$ cat config.mk
export PLATFORM = sky130hd
export DESIGN_NAME = pbcc_queue
export DESIGN_NICKNAME = d
export VERILOG_FILES = /design/src/plane_box_corner_contacts_unit_macros.svh /design/src/pbcc_pkg.sv /design/src/pbcc_queue.sv
export SDC_FILE = /design/constraint.sdc
export NUM_CORES = 1
export LEC_CHECK = 0
export BUFFER_PORTS_ARGS = -buffer_cell sky130_fd_sc_hd__buf_2
export CORE_AREA = 2 2 342 344
export CTS_CLUSTER_DIAMETER = 150
export DETAILED_ROUTE_END_ITERATION = 7
export DIE_AREA = 0 0 344 346
export HOLD_SLACK_MARGIN = 0.15
export SLEW_MARGIN = 20
export SYNTH_ARGS = -nofsm -noshare
export SYNTH_HDL_FRONTEND = slang
export SYNTH_SLANG_ARGS = --single-unit
$ cat constraint.sdc
create_clock -name i_clk -period 36.7 [get_ports i_clk]
set_clock_uncertainty 0.15 [all_clocks]
set_input_delay 3.67 -clock i_clk [delete_from_list [all_inputs] [get_ports i_clk]]
set_output_delay 3.67 -clock i_clk [all_outputs]
set_load 0.1 [all_outputs]
$ cat src/plane_box_corner_contacts_unit_macros.svh
// ----------------------------------------------------------------------------
// plane_box_corner_contacts_unit assertion macros
// Shorthand for clocked implication checks on the top level.
// ----------------------------------------------------------------------------
`ifndef PLANE_BOX_CORNER_CONTACTS_UNIT_MACROS_SVH
`define PLANE_BOX_CORNER_CONTACTS_UNIT_MACROS_SVH

// same-cycle implication
`define PBCC_ASSERT_IMP(lbl, pre, post, msg) \
    lbl: assert property (@(posedge i_clk) disable iff (!i_rst_n) (pre) |-> (post)) \
        else $error(msg);

// next-cycle implication
`define PBCC_ASSERT_NXT(lbl, pre, post, msg) \
    lbl: assert property (@(posedge i_clk) disable iff (!i_rst_n) (pre) |=> (post)) \
        else $error(msg);

`endif

$ cat src/pbcc_pkg.sv
// ----------------------------------------------------------------------------
// pbcc_pkg
// Shared widths, types and helpers for the plane/box corner contact unit.
// ----------------------------------------------------------------------------
package pbcc_pkg;

    localparam int QDEPTH_DEF = 2;

    localparam int RW   = 34;          // rotation matrix entry, Q28
    localparam int CW   = 36;          // signed row sum per corner
    localparam int FW   = CW + 33;     // full offset product
    localparam int COW  = 42;          // wide corner coordinate
    localparam int MW   = COW + 17;    // depth term product
    localparam int DW   = COW + 19;    // exact depth, Q30
    localparam int DQW  = DW - 14;     // depth, Q16
    localparam int LOW  = 24;          // low part of split depth
    localparam int HIW  = DQW - LOW;
    localparam int PW   = 41;          // normal times depth part
    localparam int SW   = PW + LOW + 1;
    localparam int AJW  = SW - 14;
    localparam int SATW = AJW + 1;

    localparam logic signed [RW-1:0] MAT_ONE     = RW'(64'sd268435456);
    localparam logic [2:0]           LAST_CORNER = 3'd7;

    typedef enum logic [2:0] {
        REG_PX = 3'd0,
        REG_PY = 3'd1,
        REG_PZ = 3'd2,
        REG_NX = 3'd3,
        REG_NY = 3'd4,
        REG_NZ = 3'd5
    } t_reg_idx;

    typedef struct packed {
        logic signed [31:0] px;
        logic signed [31:0] py;
        logic signed [31:0] pz;
        logic signed [15:0] nx;
        logic signed [15:0] ny;
        logic signed [15:0] nz;
    } t_plane;

    typedef struct packed {
        logic [8:0][RW-1:0] m;      // row-major
        logic [2:0][31:0]   ctr;
        logic [30:0]        half;
    } t_job;

    typedef struct packed {
        logic full;
        logic empty;
    } t_q_stat;

    typedef struct packed {
        logic               hit;
        logic [2:0]         corner;
        logic signed [31:0] cx;
        logic signed [31:0] cy;
        logic signed [31:0] cz;
        logic [30:0]        depth;
        logic               last;
    } t_result;

    function automatic logic signed [CW-1:0] f_sgn(input logic [RW-1:0] v, input logic neg);
        logic signed [CW-1:0] e;
        e = CW'($signed(v));
        return neg ? -e : e;
    endfunction

    function automatic logic [31:0] f_sat32(input logic signed [SATW-1:0] v);
        logic signed [SATW-1:0] mx;
        logic signed [SATW-1:0] mn;
        mx = SATW'($signed(32'h7fffffff));
        mn = SATW'($signed(32'h80000000));
        if (v > mx) return 32'h7fffffff;
        if (v < mn) return 32'h80000000;
        return v[31:0];
    endfunction

endpackage

$ cat src/pbcc_queue.sv
// ----------------------------------------------------------------------------
// pbcc_queue
// Small FIFO of box jobs between the front end and the corner pipeline.
// ----------------------------------------------------------------------------
module pbcc_queue #(
    parameter int DEPTH = pbcc_pkg::QDEPTH_DEF
) (
    input  logic             i_clk,
    input  logic             i_rst_n,
    input  logic             i_push,
    input  pbcc_pkg::t_job   i_job,
    input  logic             i_pop,
    output pbcc_pkg::t_job   o_job,
    output pbcc_pkg::t_q_stat o_stat
);
    import pbcc_pkg::*;

    localparam int AW   = $clog2(DEPTH);
    localparam int CNTW = $clog2(DEPTH + 1);

    t_job            r_mem [DEPTH];
    logic [AW-1:0]   r_wp;
    logic [AW-1:0]   r_rp;
    logic [CNTW-1:0] r_cnt;

    assign o_job       = r_mem[r_rp];
    assign o_stat.full  = (r_cnt == CNTW'(DEPTH));
    assign o_stat.empty = (r_cnt == '0);

    always_ff @(posedge i_clk) begin
        if (i_push) begin
            r_mem[r_wp] <= i_job;
        end
    end

    always_ff @(posedge i_clk) begin
        if (!i_rst_n) begin
            r_wp  <= '0;
            r_rp  <= '0;
            r_cnt <= '0;
        end else begin
            if (i_push) begin
                r_wp <= (r_wp == AW'(DEPTH - 1)) ? '0 : r_wp + 1'b1;
            end
            if (i_pop) begin
                r_rp <= (r_rp == AW'(DEPTH - 1)) ? '0 : r_rp + 1'b1;
            end
            if (i_push && !i_pop) begin
                r_cnt <= r_cnt + 1'b1;
            end else if (!i_push && i_pop) begin
                r_cnt <= r_cnt - 1'b1;
            end
        end
    end

endmodule

==> reports/metrics.cfg <==
[detailed_routing]
wl_per_cell_microns=20.56
vias_per_cell=4.233
ant_nets=0
drt_iter0_drc=872
via_count=16560
totalWireLength_mm=80.45
dr.pass1.iters=4
drcViolationCount=0

[synthesis]
yosys_warnings=0
ys_seq_area_share_pct=82.62
async_reset_ff_share_pct=0
yosys.area.top_type=edfxtp_1
yosys_most_used_dff=edfxtp_1
syn_area_sq_mm=0.03160
synth-edff-count=866
syn_area_per_cell_sq_um=23.08
synth_area_leaders=edfxtp_1 82%, mux2_2 15%, buf_6 1.5%
synthTopCellsByCount=866 x edfxtp_1, 433 x mux2_2, 41 x buf_6
ys_ff_latch=871
synth_top_area_share_pct=82.30
netlist-cell-type-count=17
syn-num-nets=1807
post-synth-top-count-cell=edfxtp_1
syn_inst=1369

[floorplan]
die_w_microns=344
coreArea_sq_mm=0.1154
rows=125
initial_core_util_pct=27.37
die_y_microns=346
io-pin-count=872
dieArea_sq_mm=0.1190

[power_and_ir_drop]
peakVddDrop_v=0.00004785
pwr-share-seq_pct=45.0
p_comb_share_pct=21.6
cell_internal_pwr_mw=1.749
p_sw_share_pct=32.52
power.total_mw=2.592
powerDensity_mw_per_mm2=64.21
power_frac_clock_pct=33.4
cellLeakagePower_nw=14.72
p_switching_mw=0.8430

[place]
dpl.hpwl_mm=57.95
gp_congestion=0.8001
place_area_sq_mm=0.03752
dp_cells=3735
io_buffers=871

[cells_and_area]
syn_to_final_growth_pct=27.76
fin_util_pct=34.97
design_area_sq_mm=0.04037
final_cells=3912
final_layout_size_suffix_gt1_share_pct=60.73
fill_cells=11010
multi_input_area_sq_mm=0.004999
seqCellArea_sq_mm=0.02611
nNetsFinal=2741

[sta]
finalSetupViolCount=0
rsz0062_at_grt=no
max_freq_ghz=0.1156
fin_crit_ns=8.651
worst_pin_slew_ns=1.013
hold_violations=0
tns_ns=0
drv_slew=0
max_slew_margin_pct=32.47
fin_crit_sh_pct=23.57

[clock_tree]
cts_tree=built
clock_path_buffers=3
cts_max_level=3
clk_pin_slew_ns=0.06
cts-root-buf=clkbuf_16
worstSkewPairLatency_ns=0.65
post-cts-setup-buffers=0
cts_buffers=90
cts_sinks=871
cts_resized=0
hold_buffers=0

[worst_setup_path]
setup.worst_path.class=flip-flop to output port
reg2reg_to=r_mem[0][203]$_DFFE_PP_
cp.arrival_ns=4.83
r2r_slack_ns=32.15
cp-endpoint=o_job[204]
required_ns=32.88
r2r-start=r_wp$_SDFFE_PN0P_
cp-end-kind=output port
worstRegToRegCells=5
worstSetupStartpointType=flip-flop
worstPathMaxFanout=67

[global_routing]
antenna_found_initial=52
grt_pass1_vias=17170
grt_first_pass_wirelength_mm=111.2
grt-ovfl-total=0
grtUsageTotal_pct=12.76
grt_max_degree=74

[job]
maxCapViolCount=0

[status]
status=complete, no violations

[min_path]
hold_class=flip-flop to flip-flop

how the worst min path moves through the flow:
stage | startpoint | end | slack [ns] | cells past startpoint
5_1_grt | r_cnt[1]$_SDFFE_PN0P_ | r_cnt[1]$_SDFFE_PN0P_ | 0.40 | 2
3_3_place_gp | r_cnt[1]$_SDFFE_PN0P_ | r_cnt[1]$_SDFFE_PN0P_ | 0.36 | 2
2_1_floorplan | r_cnt[1]$_SDFFE_PN0P_ | r_cnt[1]$_SDFFE_PN0P_ | 0.32 | 2
4_1_cts | r_cnt[1]$_SDFFE_PN0P_ | r_cnt[1]$_SDFFE_PN0P_ | 0.36 | 2
6_report | r_cnt[1]$_SDFFE_PN0P_ | r_cnt[1]$_SDFFE_PN0P_ | 0.36 | 2
3_5_place_dp | r_cnt[1]$_SDFFE_PN0P_ | r_cnt[1]$_SDFFE_PN0P_ | 0.35 | 2
flip-flops by register name (all words and copies together), names as in the netlist, named ones only:
register,flops
r_wp,1
r_mem,866
r_rp,1
r_cnt,2
layout by cell type (no fill, tap or decap), types with 3 or more instances in the layout:
master / n
buf_2: 871
edfxtp_1: 866
mux2_2: 433
clkbuf_16: 91
clkbuf_1: 27
diode_2: 20
buf_4: 19
clkinv_1: 18
clkinv_2: 7
bufinv_16: 5
dfxtp_1: 4
and2_1: 3
clkinv_16: 3
cells by family (layout without fill, tap and decap cells):
group	count (synthesis)	in the layout	share of synthesized area (%)
compound gates	3	3	0.06336
xor+xnor	3	3	0.08317
fa+ha+maj	1	1	0.03959
buf+inv	49	1048	1.592
flops	871	871	82.62
mux	433	433	15.43
other cells	0	20	0
simple gates	9	9	0.1703
layout make-up:
cell class,instances,area share [%]
well taps,1524,4.724
multi-input cells,449,12.38
flip-flops and latches,871,64.68
repair buffers,890,11.15
inverters,1,0.009299
clock buffers,120,5.961
diodes,20,0.1240
clock inverters,37,0.9671
stage by stage:
step	hold WS [ns]	setup slack, ns
3_3_place_gp	0.3550	28.64
3_5_place_dp	0.3547	28.63
6_report	0.3613	28.05
2_1_floorplan	0.3229	12.82
5_1_grt	0.3975	27.70
4_1_cts	0.3640	27.87
layer usage:
layer / vias up / wire length (microns) / GRT usage, %
li1: 7396 / - / -
met1: 8254 / 27990 / 13.01
met2: 667 / 41420 / 22.65
met3: 191 / 8305 / 5.748
met4: 52 / 2405 / 4.800
met5: - / 325 / 0
power by group through the flow:
stage               clock network, mW  logic [mW]  registers, mW
finish                          0.867       0.560           1.17
global route                    0.932       0.576           1.17
CTS                             0.892       0.565           1.17
detailed placement                  0       0.563           1.19
global placement                    0       0.561           1.19
floorplan                           0       0.470           1.21
critical path, stage by stage (launching register included):
cell     delay [ns]
dfxtp_4        0.77
buf_4          0.80
buf_4          0.76
buf_4          0.84
mux2_2         0.34
buf_2          0.43
Note: power is estimated with default switching activity, not from simulation.
